[config.mk]
export PLATFORM = sky130hd
export DESIGN_NAME = key_debounce_long_press_repeat_unit
export DESIGN_NICKNAME = d
export VERILOG_FILES = /design/src/kdlpr_pkg.sv /design/src/key_debounce_long_press_repeat_unit.sv
export VERILOG_INCLUDE_DIRS = /design/src /design/src/src
export SDC_FILE = /design/constraint.sdc
export NUM_CORES = 1
export LEC_CHECK = 0
export ABC_AREA = 1
export BUFFER_PORTS_ARGS = -buffer_cell sky130_fd_sc_hd__buf_2
export CORE_UTILIZATION = 25
export DETAILED_ROUTE_END_ITERATION = 12
export PLACE_DENSITY_LB_ADDON = 0.12
export SLEW_MARGIN = 20
export SYNTH_ARGS = -nofsm -noshare
export SYNTH_HDL_FRONTEND = slang
export SYNTH_SLANG_ARGS = --single-unit
[constraint.sdc]
create_clock -name clk -period 4.6 [get_ports clk]
set_input_delay 0.46 -clock clk [delete_from_list [all_inputs] [get_ports clk]]
set_output_delay 0.46 -clock clk [all_outputs]
set_load 0.01 [all_outputs]
[src/assert_macros.svh]
// Assertion macros used by the RTL top level.
`ifndef ASSERT_MACROS_SVH
`define ASSERT_MACROS_SVH

// Checked at every rising edge of clk, ignored while rst_n is low.
`define ASSERT_CLK(name, prop, msg) \
    name: assert property (@(posedge clk) disable iff (!rst_n) prop) else $error(msg);

// The expression must never be true at a rising edge of clk.
`define ASSERT_NEVER(name, expr, msg) \
    name: assert property (@(posedge clk) disable iff (!rst_n) !(expr)) else $error(msg);

`endif

[src/kdlpr_pkg.sv]
// Package: key count, event codes, register map and per-key state type.
package kdlpr_pkg;

    localparam int NUM_KEYS = 3;

    localparam int IN_BITS    = 32 + NUM_KEYS;
    localparam int IN_TDATA_W = ((IN_BITS + 7) / 8) * 8;
    localparam int OUT_BITS   = 5 * NUM_KEYS;
    localparam int OUT_TDATA_W = ((OUT_BITS + 7) / 8) * 8;

    localparam int CFG_ADDR_W = 4;

    localparam logic [1:0] EV_NONE   = 2'd0;
    localparam logic [1:0] EV_SHORT  = 2'd1;
    localparam logic [1:0] EV_LONG   = 2'd2;
    localparam logic [1:0] EV_REPEAT = 2'd3;

    localparam logic [1:0] REG_DEBOUNCE = 2'd0;
    localparam logic [1:0] REG_LONG     = 2'd1;
    localparam logic [1:0] REG_REPEAT   = 2'd2;

    localparam logic [15:0] DEBOUNCE_RST = 16'd50;
    localparam logic [15:0] LONG_RST     = 16'd1000;
    localparam logic [15:0] REPEAT_RST   = 16'd200;

    typedef struct packed {
        logic        level;
        logic [31:0] last_agree;
        logic [31:0] press_start;
        logic        long_fired;
        logic [31:0] last_repeat;
    } key_state_t;

    typedef logic [NUM_KEYS-1:0] key_vec_t;

endpackage

[src/key_debounce_long_press_repeat_unit.sv]
// Top level: key debouncer with short-press, long-press and auto-repeat events.
//
// Each input transaction carries a millisecond timestamp and the raw levels of
// all keys; each one yields exactly one output transaction with the debounced
// levels, the press and release edges and a two-bit event code per key. One
// input transaction can be taken every clock cycle while the output side is not
// stalled. The sample is held in an input register, every key is evaluated in
// parallel (three 32-bit subtract-and-compare paths per key) while the key state
// is updated, and the result sits in an output register until the output side
// takes it. Timing registers are written over the APB port at byte addresses
// 0, 4 and 8.
`include "assert_macros.svh"

module key_debounce_long_press_repeat_unit
(
    input  logic                                 clk,
    input  logic                                 rst_n,
    // APB configuration port
    input  logic                                 psel,
    input  logic                                 penable,
    input  logic                                 pwrite,
    input  logic [kdlpr_pkg::CFG_ADDR_W-1:0]     paddr,
    input  logic [31:0]                          pwdata,
    output logic [31:0]                          prdata,
    output logic                                 pready,
    // input stream
    input  logic                                 s_axis_tvalid,
    output logic                                 s_axis_tready,
    // now_ms, raw_pressed, zero fill
    input  logic [kdlpr_pkg::IN_TDATA_W-1:0]     s_axis_tdata,
    // output stream
    output logic                                 m_axis_tvalid,
    input  logic                                 m_axis_tready,
    // pressed, press_edges, release_edges, events, zero fill
    output logic [kdlpr_pkg::OUT_TDATA_W-1:0]    m_axis_tdata
);
    import kdlpr_pkg::*;

    // configuration
    logic [15:0] debounce_reg;
    logic [15:0] long_reg;
    logic [15:0] repeat_reg;
    logic        cfg_wr;
    logic [1:0]  cfg_idx;

    // input stage
    logic        in_v_reg;
    logic [31:0] now_reg;
    key_vec_t    raw_reg;
    logic        advance;

    // key state
    key_state_t  key_reg  [NUM_KEYS];
    key_state_t  key_next [NUM_KEYS];

    // result
    logic        out_v_reg;
    key_vec_t    pressed_next, pedge_next, redge_next;
    logic [2*NUM_KEYS-1:0] events_next;
    key_vec_t    pressed_reg, pedge_reg, redge_reg;
    logic [2*NUM_KEYS-1:0] events_reg;

    assign pready  = 1'b1;
    assign cfg_wr  = psel && penable && pwrite && pready;
    assign cfg_idx = paddr[3:2];

    always_comb
    begin
        case (cfg_idx)
            REG_DEBOUNCE: prdata = {16'd0, debounce_reg};
            REG_LONG:     prdata = {16'd0, long_reg};
            REG_REPEAT:   prdata = {16'd0, repeat_reg};
            default:      prdata = 32'd0;
        endcase
    end

    always_ff @(posedge clk or negedge rst_n)
    begin
        if (!rst_n)
        begin
            debounce_reg <= DEBOUNCE_RST;
            long_reg     <= LONG_RST;
            repeat_reg   <= REPEAT_RST;
        end
        else if (cfg_wr)
        begin
            case (cfg_idx)
                REG_DEBOUNCE: debounce_reg <= pwdata[15:0];
                REG_LONG:     long_reg     <= pwdata[15:0];
                REG_REPEAT:   repeat_reg   <= pwdata[15:0];
                default:      ;
            endcase
        end
    end

    // the input register drains whenever the output register is free or emptying
    assign advance       = in_v_reg && (!out_v_reg || m_axis_tready);
    assign s_axis_tready = !in_v_reg || advance;

    always_ff @(posedge clk or negedge rst_n)
    begin
        if (!rst_n)
            in_v_reg <= 1'b0;
        else if (s_axis_tready)
            in_v_reg <= s_axis_tvalid;
    end

    always_ff @(posedge clk)
    begin
        if (s_axis_tvalid && s_axis_tready)
        begin
            now_reg <= s_axis_tdata[31:0];
            raw_reg <= s_axis_tdata[32 +: NUM_KEYS];
        end
    end

    // per-key evaluation, all keys independent
    always_comb
    begin
        logic [31:0] since_agree;
        logic [31:0] since_press;
        logic [31:0] since_repeat;
        logic        long_hit;
        logic [1:0]  ev;

        pressed_next = '0;
        pedge_next   = '0;
        redge_next   = '0;
        events_next  = '0;
        for (int k = 0; k < NUM_KEYS; k++)
        begin
            key_next[k]  = key_reg[k];
            ev           = EV_NONE;
            since_agree  = now_reg - key_reg[k].last_agree;
            since_press  = now_reg - key_reg[k].press_start;
            since_repeat = now_reg - key_reg[k].last_repeat;
            long_hit     = 1'b0;

            if (raw_reg[k] != key_reg[k].level)
            begin
                if (since_agree >= {16'd0, debounce_reg})
                begin
                    key_next[k].level      = raw_reg[k];
                    key_next[k].last_agree = now_reg;
                    if (raw_reg[k])
                    begin
                        pedge_next[k]           = 1'b1;
                        key_next[k].press_start = now_reg;
                        key_next[k].long_fired  = 1'b0;
                        key_next[k].last_repeat = now_reg;
                    end
                    else
                    begin
                        redge_next[k] = 1'b1;
                        if (!key_reg[k].long_fired && since_press < {16'd0, long_reg})
                            ev = EV_SHORT;
                    end
                end
            end
            else
            begin
                key_next[k].last_agree = now_reg;
                if (key_reg[k].level)
                begin
                    long_hit = !key_reg[k].long_fired && since_press >= {16'd0, long_reg};
                    if (long_hit)
                    begin
                        key_next[k].long_fired  = 1'b1;
                        key_next[k].last_repeat = now_reg;
                        ev = EV_LONG;
                        // repeat time just reset to now: only a zero interval fires
                        if (repeat_reg == 16'd0)
                            ev = EV_REPEAT;
                    end
                    else if (key_reg[k].long_fired && since_repeat >= {16'd0, repeat_reg})
                    begin
                        key_next[k].last_repeat = now_reg;
                        ev = EV_REPEAT;
                    end
                end
            end

            pressed_next[k]       = key_next[k].level;
            events_next[2*k +: 2] = ev;
        end
    end

    always_ff @(posedge clk or negedge rst_n)
    begin
        if (!rst_n)
        begin
            for (int k = 0; k < NUM_KEYS; k++)
                key_reg[k] <= '0;
        end
        else if (advance)
        begin
            for (int k = 0; k < NUM_KEYS; k++)
                key_reg[k] <= key_next[k];
        end
    end

    always_ff @(posedge clk or negedge rst_n)
    begin
        if (!rst_n)
            out_v_reg <= 1'b0;
        else if (advance)
            out_v_reg <= 1'b1;
        else if (m_axis_tready)
            out_v_reg <= 1'b0;
    end

    always_ff @(posedge clk)
    begin
        if (advance)
        begin
            pressed_reg <= pressed_next;
            pedge_reg   <= pedge_next;
            redge_reg   <= redge_next;
            events_reg  <= events_next;
        end
    end

    assign m_axis_tvalid = out_v_reg;
    assign m_axis_tdata  = {{(OUT_TDATA_W - OUT_BITS){1'b0}},
                            events_reg, redge_reg, pedge_reg, pressed_reg};

    `ASSERT_CLK(a_adv_fills_out, advance |=> m_axis_tvalid, "evaluated sample lost")
    `ASSERT_CLK(a_stall_only_on_out, (in_v_reg && !advance) |-> (out_v_reg && !m_axis_tready),
        "input stage stalled with output free")
    `ASSERT_NEVER(a_edge_level, m_axis_tvalid &&
        (((pedge_reg & ~pressed_reg) != '0) || ((redge_reg & pressed_reg) != '0)),
        "edge disagrees with debounced level")

endmodule

==> results of run 1 <==
[report_power, final]
group | switching (mW) | internal [mW]
Combinational | 13.7 | 7.69
Clock | 1.86 | 2.67
Sequential | 0.726 | 4.71
[logic make-up (layout without fill, tap and decap cells)]
| group | Yosys count | in the layout | share of synthesized area [%] |
|---|---|---|---|
| AOI/OAI and AO/OA | 741 | 741 | 9.49 |
| xor gates and xnor gates | 146 | 146 | 3.05 |
| adders and majority gates | 441 | 441 | 13.3 |
| buffers and inverters | 1407 | 1744 | 13.2 |
| DFF | 394 | 394 | 24.1 |
| other | 2 | 19 | 0.0179 |
| and+or+nand+nor | 3816 | 3816 | 36.8 |
[placed cells by master (no fill, tap or decap), types with 51 or more instances in the layout]
master,instances
dfrtp_1,332
o21ai_0,289
nand3_1,454
buf_4,224
inv_1,1228
clkbuf_16,59
ha_1,418
nand2_1,2568
a21oi_1,301
nor2_1,525
buf_2,91
nor3_1,60
nand4_1,68
xor2_1,121
buf_12,51
[final cells by class]
cell class / count / area (µm²) / area share [%]
Tap cell: 2189 / 2740 / 5.48
Inverter: 1234 / 4630 / 9.27
Clock inverter: 24 / 314 / 0.629
Antenna cell: 1 / 2.50 / 0.00501
Sequential cell: 394 / 10100 / 20.3
Timing Repair Buffer: 411 / 3680 / 7.37
Clock buffer: 75 / 1540 / 3.09
Multi-Input combinational cell: 5162 / 26900 / 53.9
[metal layers]
layer | share of wire [%] | routed length [µm]
met2 | 44 | 80300
met4 | 2.7 | 5050
met3 | 4.5 | 8210
met5 | 0.012 | 23
met1 | 49 | 90700
[how the worst max path moves through the flow]
stage / start / to / slack, ps / depth (start not counted)
floorplan: now_reg[1] / key_reg[100] / 540 / 29
global placement: now_reg[2] / key_reg[220] / -270 / 27
detailed placement: now_reg[4] / key_reg[220] / -270 / 27
CTS: now_reg[4] / key_reg[197] / 3 / 28
global route: now_reg[0] / key_reg[197] / -20 / 30
finish: now_reg[9] / key_reg[199] / 190 / 29
[timing repair]
action,CTS,global route
gates resized for setup,15,108
hold endpoints to repair,107,0
endpoints found under the setup margin,60,231
hold buffers,35,0
gates cloned,0,5
pin swaps,1,20
setup buffers,0,11
==> metrics.txt, run 1 <==
YS warnings 0; cell area after layout 0.0499 mm²; nature of the critical path endpoint flop; IO buf count just over 90; Top cell by count, worst path nand2_1; cts bufs inserted 53; Worst-Skew Late Latency ~670 ps; Area after DPL between 0.04 and 0.05 mm²; Worst EP arrival ~5000 ps; # clock sinks around 400; synthesized area per cell between 6 and 7 µm²; 1st-iter DRT viols 3431; max FFs per register between 200 and 300; clk buf depth 3; worst r2r path cells 29; Final Util between 30% and 40%; VDD IR max about 0.34 mV; commonest cells in the netlist nand2_1, inv_1, nor2_1; Max-Cap Viols 0; pwr dens 627 mW/mm²; worst path bufs/invs 6; I/O pin count around 130; Max Fclk around 230 MHz; Die Width 412 µm; PnR worst setup slack ~190 ps; largest area contributor in the netlist nand2_1; Tightest Pin Transition 1070 ps; detailed placement HPWL between 100 and 150 mm; Vias/cell ~4.5; worst flop-to-flop path startpoint now_reg[9]; endpoints failing hold 0; EDFF count, synth 50; startpoint types flop; Max stage delay on crit path just over 400 ps; post-placement cell count 9339; Most Used Layer, Global Route met2; Hold WS around 44 ps; CTS tree built; # DRC 0; Worst path slowest cell edfxtp_1; sequential fraction of the synthesis area 24.1%; H-Tree Depth 2; Routed WL per cell a little under 20 µm; fin cells around 9500; GP Congestion 0.884; Reg clk slew, reported paths around 60 ps; setup_tns 0 ps; Power Total 31.3 mW; reg2reg setup slack between 150 and 200 ps; final WL 184 mm; top-count cell post-synth nand2_1; initial antenna violation count 7; first-pass GRT wire length 269 mm; Setup CP Type flop to flop; worst hold path depth 1; Die Ht approximately 410 µm; Max FO, Critical Path 8; minimum clock period ~4400 ps; Routed Antenna Nets 0; share of layout cells above drive strength 1 ~8.2%; Crit path max-delay family simple AND/OR/NAND/NOR gates; vias in the first global route about 40000; routed vias approximately 43000; area grow syn2layout 19.0%; P_leak between 20 and 30 nW; synthesized cell area approximately 0.042 mm²; status finished clean; area share of the largest cell type after synthesis 23.2%; Clock Tree Root clkbuf_16; Final Cycle Share 95.9%; Post-synth ARST share ~87%; die area 0.169 mm²; Hold EP now_reg[3]; Initial Utilization between 20% and 30%; DP Worst Slack -266 ps; final setup vio count 0; DRT Pass-1 Iters 5; hold wc startpoint s_axis_tdata[3]; r2r endpoint key_reg[199]; Top FF cell, synth dfrtp_1; total gr overflow 0; Mapped Cells between 6000 and 7000; met1 Track Usage GR 30.7%; Seq cells post-synth around 390; fin. max-slew vios 0; slew margin rel. between 20% and 30%; Fill cells 18600; clock skew 34.6 ps; Core Box Area about 0.17 mm²; met2 Resource Use GR 33.5%; gr usage total a little over a fifth; NumNets Final between 7000 and 8000; synth top area cells nand2_1, dfrtp_1, ha_1, inv_1, nand3_1; Rows about 150; Netlist cell types 50; pin count of the biggest net entering global routing about 100; met3 usage about 2.2%; worst path required time between 5000 and 6000 ps; Hold WC Path Type input pin to flop
Note: power is estimated with default switching activity, not from simulation.
==> inputs of run 2 (changes only) <==
--- a/config.mk
+++ b/config.mk
@@ -10,6 +10,7 @@
 export BUFFER_PORTS_ARGS = -buffer_cell sky130_fd_sc_hd__buf_2
 export CORE_UTILIZATION = 25
 export DETAILED_ROUTE_END_ITERATION = 12
+export HOLD_SLACK_MARGIN = 0.15
 export PLACE_DENSITY_LB_ADDON = 0.12
 export SLEW_MARGIN = 20
 export SYNTH_ARGS = -nofsm -noshare
==> run 2 against run 1 <==
Sequential cell count unchanged. Clock-buffer cell count unchanged. Clock power about the same. Clock skew up 6.7 ps. Via count about the same. Power about the same. Sequential power about the same. Final area up 0.16%. Cell count about the same. Utilization about the same. Fmax about the same. Wire length about the same. Highest routed layer unchanged.
==> metrics.txt, run 2 (same netlist as run 1, synthesis figures left out) <==
status finished clean; Routed WL per cell 19.4 µm; DP Worst Slack -266 ps; VDD IR max 0.346 mV; Ant. Diodes 0; Core Box Area ~0.17 mm²; first-pass GRT wire length roughly 270 mm; Worst path slowest cell edfxtp_1; # clock sinks around 390; Hold WC Path Type input pin to flop; IO buf count 92; # DRC 0; Final Cycle Share ~96%; gr usage total between 20% and 30%; Reg clk slew, reported paths approximately 60 ps; Hold WS about 180 ps; max FFs per register 294; post-placement cell count 9339; GP Congestion slightly below 0.9; r2r endpoint key_reg[197]; Max Fclk 227 MHz; total gr overflow 0; Routed Antenna Nets 0; P_leak roughly 28 nW; clock skew 41.3 ps; detailed placement HPWL approximately 150 mm; initial antenna violation count 7; pwr dens around 630 mW/mm²; Worst EP arrival around 5000 ps; die area 0.169 mm²; endpoints failing hold 0; NumNets Final 7788; Max FO, Critical Path 8; Initial Utilization roughly a quarter; I/O pin count 134; clk buf depth 3; area grow syn2layout 19.2%; Tightest Pin Transition 1190 ps; Max stage delay on crit path ~410 ps; Die Width a little over 400 µm; Vias/cell 4.54; nature of the critical path endpoint flop; worst r2r path cells 29; Final Util between 30 and 40%; startpoint types flop; Top cell by count, worst path nand2_1; setup_tns 0 ps; final WL ~180 mm; most frequent cells in the layout nand2_1, inv_1, nor2_1; Worst Setup SP now_reg[9]; H-Tree Depth 2; cell area after layout between 0.05 and 0.06 mm²; 1st-iter DRT viols around 3300; fin cells between 9000 and 10000; final setup vio count 0; minimum clock period roughly 4400 ps; Area after DPL 0.0470 mm²; Critical Path End key_reg[197]; Max-Cap Viols 0; CTS tree built; routed vias approximately 43000; PnR worst setup slack between 150 and 200 ps; reg2reg setup slack 190 ps; Worst-Skew Late Latency ~670 ps; Rows between 100 and 150; cts bufs inserted 53; fin. max-slew vios 0; DRT Pass-1 Iters 6; share of layout cells above drive strength 1 8.18%; pin count of the biggest net entering global routing 101; Die Ht 412 µm; Clock Tree Root clkbuf_16; worst flop-to-flop path startpoint now_reg[9]; most common cell after layout, fill and taps aside nand2_1; Setup CP Type flop to flop; slew margin rel. around a fifth; Power Total 31.3 mW; vias in the first global route approximately 41000; worst path required time between 5000 and 6000 ps
run 2: cell type report:
type	count	area [µm²]
Fill cell	18600	116000
Multi-Input combinational cell	5162	26900
Sequential cell	394	10100
Inverter	1234	4630
Timing Repair Buffer	419	3760
Tap cell	2189	2740
Clock buffer	75	1540
Clock inverter	24	314
run 2: worst min-delay path by stage:
stage                     depth (start not counted)         endpoint       start
final                                             3    repeat_reg[7]   pwdata[7]
after detailed placement                          2       key_reg[6]  key_reg[6]
after floorplan                                   0  debounce_reg[0]       rst_n
after global placement                            2       key_reg[4]  key_reg[4]
after CTS                                         3    repeat_reg[7]   pwdata[7]
after global routing                              3    repeat_reg[7]   pwdata[7]
run 2: report_power, final:
| part | switching, mW | internal (mW) |
|---|---|---|
| combinational | 13.7 | 7.70 |
| clock | 1.85 | 2.67 |
| sequential | 0.724 | 4.71 |
| total | 16.3 | 15.1 |
run 2: what timing repair did:
item | 4_1_cts | 5_1_grt
setup buffers | 0 | 11
endpoints found under the setup margin | 60 | 231
endpoints found under the hold margin | 118 | 0
pin swaps | 1 | 20
gates cloned | 0 | 5
hold buffers | 43 | 0
gates resized for setup | 15 | 108
run 2: critical path, delay by kind of cell (launching register included):
kind / cells / cell delay, ps
AND/OR/NAND/NOR: 17 / 1870
buffers and inverters: 6 / 830
XOR/XNOR: 1 / 210
adder cells (fa/ha/maj): 2 / 620
flip-flops: 1 / 410
AO/OA/AOI/OAI: 3 / 340
run 2: layer usage:
metal / GRT usage (%) / up-vias / routed length [µm]
met4: 5.56 / 4 / 5010
met1: 30.7 / 19700 / 90300
li1: - / 22300 / -
met3: 2.21 / 166 / 8400
met5: 0 / - / 23
met2: 33.5 / 935 / 80400
